[src/hdl/mva_pkg.sv]
// Shared constants and helpers for the masked vector moving average block.
package mva_pkg;

   // Window and sample geometry
   localparam int WINDOW_DEPTH = 8;
   localparam int SAMPLE_WIDTH = 16;
   localparam int AXES         = 3;

   // Derived widths
   localparam int SLOT_BITS   = $clog2(WINDOW_DEPTH);
   localparam int COUNT_BITS  = $clog2(WINDOW_DEPTH + 1);
   localparam int SUM_WIDTH   = SAMPLE_WIDTH + $clog2(WINDOW_DEPTH);
   localparam int ENTRY_WIDTH = AXES * SAMPLE_WIDTH;
   localparam int DIV_CNT_BITS = $clog2(SUM_WIDTH + 1);

   // Invalid code after reset: most negative sample value
   localparam logic [SAMPLE_WIDTH-1:0] RESET_CODE = {1'b1, {(SAMPLE_WIDTH-1){1'b0}}};

   typedef logic signed [SAMPLE_WIDTH-1:0] sample_type;
   typedef logic signed [SUM_WIDTH-1:0]    sum_type;
   typedef logic        [COUNT_BITS-1:0]   count_type;

endpackage

[src/hdl/mva_ifs.sv]
// Handshake channel interfaces for request, response and register write items.
interface mva_req_if;
   import mva_pkg::*;
   logic       valid;
   logic       ready;
   sample_type sample_x;
   sample_type sample_y;
   sample_type sample_z;
   modport source (output valid, output sample_x, output sample_y, output sample_z,
                   input ready);
   modport sink   (input valid, input sample_x, input sample_y, input sample_z,
                   output ready);
endinterface

interface mva_rsp_if;
   import mva_pkg::*;
   logic       valid;
   logic       ready;
   sample_type mean_x;
   sample_type mean_y;
   sample_type mean_z;
   modport source (output valid, output mean_x, output mean_y, output mean_z,
                   input ready);
   modport sink   (input valid, input mean_x, input mean_y, input mean_z,
                   output ready);
endinterface

interface mva_csr_if;
   import mva_pkg::*;
   logic       valid;
   logic       ready;
   sample_type wdata;
   modport source (output valid, output wdata, input ready);
   modport sink   (input valid, input wdata, output ready);
endinterface

[src/hdl/mva_ram.sv]
// Generic single-write, single-read RAM with registered read data.
module mva_ram #(
   parameter int WIDTH = 8,
   parameter int DEPTH = 8
) (
   input  logic                     clock,
   input  logic                     wr_en,
   input  logic [$clog2(DEPTH)-1:0] wr_addr,
   input  logic [WIDTH-1:0]         wr_data,
   input  logic                     rd_en,
   input  logic [$clog2(DEPTH)-1:0] rd_addr,
   output logic [WIDTH-1:0]         rd_data
);

   logic [WIDTH-1:0] mem_ff [DEPTH];
   logic [WIDTH-1:0] rd_data_ff;

   // Write port
   always_ff @(posedge clock) begin
      if (wr_en) begin
         mem_ff[wr_addr] <= wr_data;
      end
   end

   // Registered read port
   always_ff @(posedge clock) begin
      if (rd_en) begin
         rd_data_ff <= mem_ff[rd_addr];
      end
   end

   assign rd_data = rd_data_ff;

endmodule

[src/hdl/mva_divider.sv]
// Bit-serial restoring divider: signed window sum by unsigned entry count.
module mva_divider (
   input  logic                clock,
   input  logic                reset,
   input  logic                start,
   input  mva_pkg::sum_type    dividend,
   input  mva_pkg::count_type  divisor,
   output logic                busy,
   output mva_pkg::sample_type quotient
);
   import mva_pkg::*;

   logic                    busy_ff, busy_in;
   logic [DIV_CNT_BITS-1:0] cnt_ff, cnt_in;
   logic                    neg_ff, neg_in;
   logic [SUM_WIDTH-1:0]    mag_ff, mag_in;
   logic [COUNT_BITS-1:0]   rem_ff, rem_in;
   logic [COUNT_BITS-1:0]   dvs_ff, dvs_in;
   logic [COUNT_BITS:0]     trial;
   logic [COUNT_BITS:0]     diff;
   logic                    fits;
   logic [SUM_WIDTH-1:0]    dividend_u;
   logic [SUM_WIDTH-1:0]    signed_q;

   assign dividend_u = SUM_WIDTH'(dividend);

   // Shift in one dividend bit, try the subtraction
   assign trial = {rem_ff, mag_ff[SUM_WIDTH-1]};
   assign diff  = trial - {1'b0, dvs_ff};
   assign fits  = (trial >= {1'b0, dvs_ff});

   always_comb begin
      busy_in = busy_ff;
      cnt_in  = cnt_ff;
      neg_in  = neg_ff;
      mag_in  = mag_ff;
      rem_in  = rem_ff;
      dvs_in  = dvs_ff;
      if (start) begin
         // Load magnitude and sign of the dividend
         busy_in = 1'b1;
         cnt_in  = DIV_CNT_BITS'(SUM_WIDTH);
         neg_in  = dividend_u[SUM_WIDTH-1];
         mag_in  = dividend_u[SUM_WIDTH-1] ? (~dividend_u + 1'b1) : dividend_u;
         rem_in  = '0;
         dvs_in  = divisor;
      end else if (busy_ff) begin
         // One quotient bit per cycle, shifted into the magnitude register
         mag_in = {mag_ff[SUM_WIDTH-2:0], fits};
         rem_in = fits ? diff[COUNT_BITS-1:0] : trial[COUNT_BITS-1:0];
         cnt_in = cnt_ff - 1'b1;
         if (cnt_ff == DIV_CNT_BITS'(1)) begin
            busy_in = 1'b0;
         end
      end
   end

   always_ff @(posedge clock) begin
      if (reset) begin
         busy_ff <= 1'b0;
      end else begin
         busy_ff <= busy_in;
      end
   end

   always_ff @(posedge clock) begin
      cnt_ff <= cnt_in;
      neg_ff <= neg_in;
      mag_ff <= mag_in;
      rem_ff <= rem_in;
      dvs_ff <= dvs_in;
   end

   // Restore the sign, truncating toward zero
   assign signed_q = neg_ff ? (~mag_ff + 1'b1) : mag_ff;
   assign quotient = signed_q[SAMPLE_WIDTH-1:0];
   assign busy     = busy_ff;

endmodule

[src/hdl/masked_vector_moving_average.sv]
// Items are handled one at a time: a new item is accepted only in the idle state, once the
// one-entry-per-cycle window scan on the RAM read port and the bit-serial dividers are done.
// A finished result waits in the output register while the next item is accepted.
// Reset: synchronous; slot flags mark every window entry as holding the reset invalid
// code, the write slot returns to zero and the invalid code register returns to -32768.
module masked_vector_moving_average (
   input logic      clock,
   input logic      reset,
   mva_req_if.sink  req_ch,
   mva_rsp_if.source rsp_ch,
   mva_csr_if.sink  csr_ch
);
   import mva_pkg::*;

   typedef enum logic [4:0] {
      ST_IDLE   = 5'b00001,
      ST_SCAN   = 5'b00010,
      ST_GATHER = 5'b00100,
      ST_DIVIDE = 5'b01000,
      ST_DONE   = 5'b10000
   } state_type;

   state_type             state_ff, state_in;
   logic [SLOT_BITS-1:0]  slot_ff, slot_in;
   logic [SLOT_BITS-1:0]  rd_addr_ff, rd_addr_in;
   logic [WINDOW_DEPTH-1:0] filled_ff, filled_in;
   logic                  rd_vld_ff;
   logic                  ent_ok_ff;
   logic                  start_ff, start_in;
   sample_type            code_ff;
   sum_type               sum_ff   [AXES];
   count_type             count_ff [AXES];
   sample_type            mean_ff  [AXES];
   logic                  rsp_valid_ff, rsp_valid_in;
   logic                  load_rsp;

   logic                  req_fire;
   logic [ENTRY_WIDTH-1:0] rd_data;
   sample_type            comp     [AXES];
   sample_type            quot     [AXES];
   logic [AXES-1:0]       div_busy;

   assign req_fire     = req_ch.valid && req_ch.ready;
   assign req_ch.ready = (state_ff == ST_IDLE);
   assign csr_ch.ready = 1'b1;

   // Invalid code register
   always_ff @(posedge clock) begin
      if (reset) begin
         code_ff <= sample_type'(RESET_CODE);
      end else if (csr_ch.valid) begin
         code_ff <= csr_ch.wdata;
      end
   end

   // Window storage
   mva_ram #(
      .WIDTH (ENTRY_WIDTH),
      .DEPTH (WINDOW_DEPTH)
   ) u_window (
      .clock   (clock),
      .wr_en   (req_fire),
      .wr_addr (slot_ff),
      .wr_data ({req_ch.sample_z, req_ch.sample_y, req_ch.sample_x}),
      .rd_en   (state_ff == ST_SCAN),
      .rd_addr (rd_addr_ff),
      .rd_data (rd_data)
   );

   // Sequencer
   always_comb begin
      state_in   = state_ff;
      slot_in    = slot_ff;
      rd_addr_in = rd_addr_ff;
      filled_in  = filled_ff;
      start_in   = 1'b0;
      load_rsp   = 1'b0;
      unique case (state_ff)
         ST_IDLE: begin
            if (req_fire) begin
               filled_in[slot_ff] = 1'b1;
               slot_in    = (slot_ff == SLOT_BITS'(WINDOW_DEPTH - 1)) ? '0 : slot_ff + 1'b1;
               rd_addr_in = '0;
               state_in   = ST_SCAN;
            end
         end
         ST_SCAN: begin
            rd_addr_in = rd_addr_ff + 1'b1;
            if (rd_addr_ff == SLOT_BITS'(WINDOW_DEPTH - 1)) begin
               state_in = ST_GATHER;
            end
         end
         ST_GATHER: begin
            start_in = 1'b1;
            state_in = ST_DIVIDE;
         end
         ST_DIVIDE: begin
            if (!start_ff && (div_busy == '0)) begin
               state_in = ST_DONE;
            end
         end
         ST_DONE: begin
            if (!rsp_valid_ff || rsp_ch.ready) begin
               load_rsp = 1'b1;
               state_in = ST_IDLE;
            end
         end
         default: begin
            state_in = ST_IDLE;
         end
      endcase
   end

   always_ff @(posedge clock) begin
      if (reset) begin
         state_ff  <= ST_IDLE;
         slot_ff   <= '0;
         filled_ff <= '0;
         start_ff  <= 1'b0;
         rd_vld_ff <= 1'b0;
      end else begin
         state_ff  <= state_in;
         slot_ff   <= slot_in;
         filled_ff <= filled_in;
         start_ff  <= start_in;
         rd_vld_ff <= (state_ff == ST_SCAN);
      end
   end

   // Track the flag of the entry being read alongside the RAM data
   always_ff @(posedge clock) begin
      rd_addr_ff <= rd_addr_in;
      ent_ok_ff  <= filled_ff[rd_addr_ff];
   end

   // Per-axis sum and count of entries that differ from the invalid code
   always_comb begin
      for (int a = 0; a < AXES; a++) begin
         comp[a] = ent_ok_ff ? sample_type'(rd_data[a*SAMPLE_WIDTH +: SAMPLE_WIDTH])
                             : sample_type'(RESET_CODE);
      end
   end

   always_ff @(posedge clock) begin
      for (int a = 0; a < AXES; a++) begin
         if (req_fire) begin
            sum_ff[a]   <= '0;
            count_ff[a] <= '0;
         end else if (rd_vld_ff && (comp[a] != code_ff)) begin
            sum_ff[a]   <= sum_ff[a] + {{(SUM_WIDTH-SAMPLE_WIDTH){comp[a][SAMPLE_WIDTH-1]}},
                                        comp[a]};
            count_ff[a] <= count_ff[a] + COUNT_BITS'(1);
         end
      end
   end

   // One divider lane per axis
   for (genvar a = 0; a < AXES; a++) begin : g_div
      mva_divider u_div (
         .clock    (clock),
         .reset    (reset),
         .start    (start_ff),
         .dividend (sum_ff[a]),
         .divisor  (count_ff[a]),
         .busy     (div_busy[a]),
         .quotient (quot[a])
      );
   end

   // Output register: hold until taken, report the invalid code for an empty axis
   always_comb begin
      rsp_valid_in = rsp_valid_ff;
      if (rsp_ch.valid && rsp_ch.ready) begin
         rsp_valid_in = 1'b0;
      end
      if (load_rsp) begin
         rsp_valid_in = 1'b1;
      end
   end

   always_ff @(posedge clock) begin
      if (reset) begin
         rsp_valid_ff <= 1'b0;
      end else begin
         rsp_valid_ff <= rsp_valid_in;
      end
   end

   always_ff @(posedge clock) begin
      if (load_rsp) begin
         for (int a = 0; a < AXES; a++) begin
            mean_ff[a] <= (count_ff[a] == '0) ? code_ff : quot[a];
         end
      end
   end

   assign rsp_ch.valid  = rsp_valid_ff;
   assign rsp_ch.mean_x = mean_ff[0];
   assign rsp_ch.mean_y = mean_ff[1];
   assign rsp_ch.mean_z = mean_ff[2];

endmodule

[src/flat_wrapper.sv]
// flat-port wrapper written by rule: the top's interface ports become plain ports
module masked_vector_moving_average_flat import mva_pkg::*;
  (clock, reset, req_ch_valid, req_ch_sample_x, req_ch_sample_y, req_ch_sample_z, req_ch_ready, rsp_ch_valid, rsp_ch_mean_x, rsp_ch_mean_y, rsp_ch_mean_z, rsp_ch_ready, csr_ch_valid, csr_ch_wdata, csr_ch_ready);
  mva_req_if req_ch_i ();
  mva_rsp_if rsp_ch_i ();
  mva_csr_if csr_ch_i ();
  input logic clock;
  input logic reset;
  input wire logic [$bits(req_ch_i.valid)-1:0] req_ch_valid;
  input wire logic [$bits(req_ch_i.sample_x)-1:0] req_ch_sample_x;
  input wire logic [$bits(req_ch_i.sample_y)-1:0] req_ch_sample_y;
  input wire logic [$bits(req_ch_i.sample_z)-1:0] req_ch_sample_z;
  output wire logic [$bits(req_ch_i.ready)-1:0] req_ch_ready;
  output wire logic [$bits(rsp_ch_i.valid)-1:0] rsp_ch_valid;
  output wire logic [$bits(rsp_ch_i.mean_x)-1:0] rsp_ch_mean_x;
  output wire logic [$bits(rsp_ch_i.mean_y)-1:0] rsp_ch_mean_y;
  output wire logic [$bits(rsp_ch_i.mean_z)-1:0] rsp_ch_mean_z;
  input wire logic [$bits(rsp_ch_i.ready)-1:0] rsp_ch_ready;
  input wire logic [$bits(csr_ch_i.valid)-1:0] csr_ch_valid;
  input wire logic [$bits(csr_ch_i.wdata)-1:0] csr_ch_wdata;
  output wire logic [$bits(csr_ch_i.ready)-1:0] csr_ch_ready;
  assign req_ch_i.valid = req_ch_valid;
  assign req_ch_i.sample_x = req_ch_sample_x;
  assign req_ch_i.sample_y = req_ch_sample_y;
  assign req_ch_i.sample_z = req_ch_sample_z;
  assign req_ch_ready = req_ch_i.ready;
  assign rsp_ch_valid = rsp_ch_i.valid;
  assign rsp_ch_mean_x = rsp_ch_i.mean_x;
  assign rsp_ch_mean_y = rsp_ch_i.mean_y;
  assign rsp_ch_mean_z = rsp_ch_i.mean_z;
  assign rsp_ch_i.ready = rsp_ch_ready;
  assign csr_ch_i.valid = csr_ch_valid;
  assign csr_ch_i.wdata = csr_ch_wdata;
  assign csr_ch_ready = csr_ch_i.ready;
  masked_vector_moving_average u_core (.clock(clock), .reset(reset), .req_ch(req_ch_i), .rsp_ch(rsp_ch_i), .csr_ch(csr_ch_i));
endmodule
[config.mk]
export PLATFORM = sky130hd
export DESIGN_NAME = masked_vector_moving_average_flat
export DESIGN_NICKNAME = d
export VERILOG_FILES = /design/src/hdl/mva_pkg.sv /design/src/hdl/mva_ifs.sv /design/src/hdl/mva_ram.sv /design/src/hdl/mva_divider.sv /design/src/hdl/masked_vector_moving_average.sv /design/src/flat_wrapper.sv
export SDC_FILE = /design/constraint.sdc
export NUM_CORES = 1
export LEC_CHECK = 0
export BUFFER_PORTS_ARGS = -buffer_cell sky130_fd_sc_hd__buf_2
export CAP_MARGIN = 20
export CORE_ASPECT_RATIO = 2
export CORE_MARGIN = 5
export CORE_UTILIZATION = 62
export CTS_BUF_LIST = sky130_fd_sc_hd__clkbuf_16
export DETAILED_ROUTE_END_ITERATION = 7
export GPL_TIMING_DRIVEN = 0
export PLACE_DENSITY = 0.8
export SLEW_MARGIN = 30
export SYNTH_ARGS = -nofsm -noshare
export SYNTH_HDL_FRONTEND = slang
export SYNTH_HIERARCHICAL = 1
export SYNTH_SLANG_ARGS = --single-unit
[constraint.sdc]
create_clock -name clock -period 7.2 [get_ports clock]
set_input_delay 0.72 -clock clock [delete_from_list [all_inputs] [get_ports clock]]
set_output_delay 0.72 -clock clock [all_outputs]
set_load 0.02 [all_outputs]
==> out/metrics.yaml <==
logic_synthesis:
  async_reset_ff_share_pct: 0
  yosysWarnings: 6
  synth_edf_count: 624
  syn_avg_cell_area_um2: 13.9
  yosys.cell_types.count: 85
  ys_ff_latch: 690
  syn_area_um2: 33300
  synth_nets: 2556
  synthCells: 2393
  yosys_most_used_dff: "edfxtp_1"
  yosysSeqAreaShare_pct: 60.2
critical_path:
  timing.critical_path.mode_cell: "clkbuf_1"
  critPathMaxFanout: 10
  cp_top_family: "buffers and inverters"
  r2r_slack_ns: 2.70
  end_kind: "flop"
  crit_type: "flop to flop"
  critPathBufInv: 5
  cpPeakStageDelay_ns: 0.48
  startpoint_type: "flop"
  rr_startpoint: "u_core/ent_ok_ff"
  slowest_stage: "clkbuf_1"
  r2r_cells: 15
  path_cells: "clkbuf_1 -> buf_2 -> clkbuf_1 -> clkbuf_1 -> and2_1 -> ha_1 -> inv_1 -> fa_1 -> nand2b_1 -> a21oi_1 -> o22a_1 -> a21bo_2 -> a31oi_1 -> xnor2_1 -> nor2_1"
  timing.rr.end: "u_core/sum_ff[1][16]"
  cp.arrival_ns: 4.86
  path_depth: 15
  crit_required_ns: 7.56
sta:
  fin_crit_sh_pct: 62.5
  tightest_slew_ns: 1.02
  setup_viol: 0
  drv_slew: 0
  slew_headroom_pct: 31.8
  min_period_ns: 4.50
  rsz0062_at_grt: "false"
  timing.fmax_mhz: 222
  fin_worst_skew_ns: 0.0220
  finalHoldViolCount: 0
detailed_routing:
  vias: 21100
  wire_per_inst_um: 24.8
  ant_nets: 0
  firstDrtPassIters: 7
  wl_um: 82500
  drc_errors: 0
  drt_iter0_drc: 1699
  vias_per_cell: 6.34
floorplanning:
  die_w_um: 174
  dieArea_um2: 58800
  rows: 120
  io_pins: 120
  design.core.area_um2: 53500
  initial_utilization_pct: 62.4
  die_y_um: 338
clock_network:
  worstSkewPairLatency_ns: 0.63
  clkTransAtPathRegs_ns: 0.07
  root_buffer: "clkbuf_16"
  cts_buffers: 56
  htree_levels: 2
  cts_tree: "built"
  ctsHoldBuffers: 0
  cts-resized-gates: 0
  cts_buffer_depth: 3
  postCtsSetupBuffers: 0
  cts.sinks: 690
power:
  clkPwrFrac_pct: 33.2
  p_sw_mw: 2.46
  p_comb_share_pct: 16.4
  p_leak_nw: 13.3
  internal-power_mw: 7.04
  ir_drop_v: 0.000349
  p_sw_share_pct: 25.9
  power_mw: 9.50
  p_seq_share_pct: 50.4
  p_per_area_nw_per_um2: 254
min_path:
  whs_path_depth: 3
  hold_end: "u_core/code_ff[14]"
  min_from: "csr_ch_wdata[14]"
  hold_class: "input pin to flop"
global_route:
  grt_pass1_vias: 21500
  grt_remaining_overflow: 0
  grt_usage_pct: 27.8
  grt_pass1_wl_um: 125000
  antenna_found_initial: 9
  grt_max_degree: 51
placed_design:
  dp_hpwl_um: 59100
  globalplace.congestion: 0.999
  post_dp_cell_area_um2: 35400
  io_buffers: 117
finish:
  syn_to_final_growth_pct: 12.1
  layout_commonest_cell: "edfxtp_1"
  drive_above_1_share_pct: 20.5
  stdcell_area_um2: 37300
  fillCellCount: 3515
  fin_nets: 2766
  most-common-layout-cells: "624 x edfxtp_1, 198 x nor2_1, 149 x buf_2, 113 x inv_1, 102 x nand2_1"
flow_run:
  cap_violations: 0
status:
  status: "finished clean"
[stage by stage]
stage	std cells	setup TNS (ns)	setup slack (ns)	hold slack, ns	utilization (%)
finish	3325	0	2.70	0.335	69.9
global route	3321	0	2.50	0.325	69.9
CTS	3321	0	2.77	0.309	69.8
detailed placement	3216	0	2.80	0.451	66.3
global placement	3181	-123.22	-1.34	0.441	65.0
floorplan	2393	0	2.10	0.432	-
[state kept, by name, summed over array words and instances, names as in the netlist, 5 cells and up]
name                       flops
u_core/code_ff                16
u_core/state_ff                5
u_core/g_div.u_div/cnt_ff     15
u_core/count_ff               12
u_core/g_div.u_div/mag_ff     57
u_core/g_div.u_div/dvs_ff     12
u_core/mean_ff                48
u_core/sum_ff                 57
u_core/filled_ff               8
u_core/g_div.u_div/rem_ff     12
u_core/u_window/mem_ff       384
u_core/u_window/rd_data       48
[how the worst max path moves through the flow]
stage	start	endpoint	slack [ns]
finish	u_core/ent_ok_ff	u_core/sum_ff[1][16]	2.70
global route	u_core/ent_ok_ff	u_core/sum_ff[1][16]	2.50
CTS	u_core/ent_ok_ff	u_core/sum_ff[1][16]	2.77
detailed placement	u_core/ent_ok_ff	u_core/sum_ff[2][18]	2.80
global placement	u_core/state_ff[2]	u_core/u_window/mem_ff[0][39]	-1.34
floorplan	u_core/state_ff[2]	u_core/u_window/mem_ff[4][0]	2.10
[synthesized netlist by cell type, drive strengths merged (7+ instances only)]
master | n | area, µm²
a211oi | 18 | 135
a21o | 14 | 105
a21oi | 94 | 474
a22oi | 9 | 67.6
a311oi | 7 | 61.3
a31oi | 22 | 138
and2 | 43 | 269
and3 | 10 | 62.6
buf | 55 | 377
clkbuf | 66 | 248
dfxtp | 66 | 1320
edfxtp | 624 | 18700
ha | 88 | 1100
inv | 100 | 375
mux2 | 100 | 1280
mux2i | 19 | 190
mux4 | 98 | 2220
nand2 | 103 | 387
nand2b | 25 | 156
nand3 | 33 | 165
nand3b | 16 | 120
nand4 | 23 | 144
nor2 | 204 | 766
nor2b | 17 | 114
nor3 | 38 | 190
nor3b | 11 | 82.6
nor4 | 10 | 77.6
nor4b | 11 | 96.3
o211ai | 7 | 52.6
o21a | 7 | 52.6
o21ai | 95 | 475
o22ai | 11 | 68.8
o31ai | 32 | 282
o41ai | 25 | 343
or2 | 10 | 62.6
or3 | 25 | 171
or4 | 13 | 109
xnor2 | 87 | 762
xor2 | 79 | 692
[metal layers]
metal / routed length (µm) / track usage (%) / up-vias
met5: 72 / 0 / -
met4: 4090 / 12.8 / 10
met3: 4870 / 4.63 / 238
met2: 45000 / 52.5 / 857
met1: 28500 / 30.5 / 10400
li1: - / - / 9547
[power by group through the flow]
stage	clock network, mW	registers [mW]	logic (mW)
6_report	3.15	4.79	1.56
5_1_grt	3.38	4.80	1.69
4_1_cts	3.21	4.78	1.56
3_5_place_dp	0	4.87	1.54
3_3_place_gp	0	4.86	1.45
2_1_floorplan	0	4.80	1.12
[worst min-delay path: stages]
cell and delay [ns]:
buf_2 0.07, mux2i_1 0.06, nor2_1 0.08
[area by class of cell]
| class | count | area, µm² | area share [%] |
|---|---|---|---|
| diodes | 4 | 10.0 | 0.0268 |
| plain buffers | 121 | 632 | 1.69 |
| clock buffers | 59 | 1480 | 3.95 |
| clock inverters | 46 | 433 | 1.16 |
| inverters | 100 | 378 | 1.01 |
| multi-input cells | 1482 | 12300 | 33.1 |
| flip-flops and latches | 690 | 20100 | 53.7 |
| well taps | 671 | 840 | 2.25 |
| repair buffers | 152 | 1170 | 3.13 |
[logic make-up after synthesis]
logic type               share of synthesized area (%)
flip-flops                                        60.2
AND/OR/NAND/NOR                                   9.57
AO/OA/AOI/OAI                                     8.15
buffers and inverters                             3.00
multiplexers                                      11.1
XOR/XNOR                                          4.36
adder cells (fa/ha/maj)                           3.66
other                                           0.0113
No activity file was read; power rests on OpenSTA's default activity.
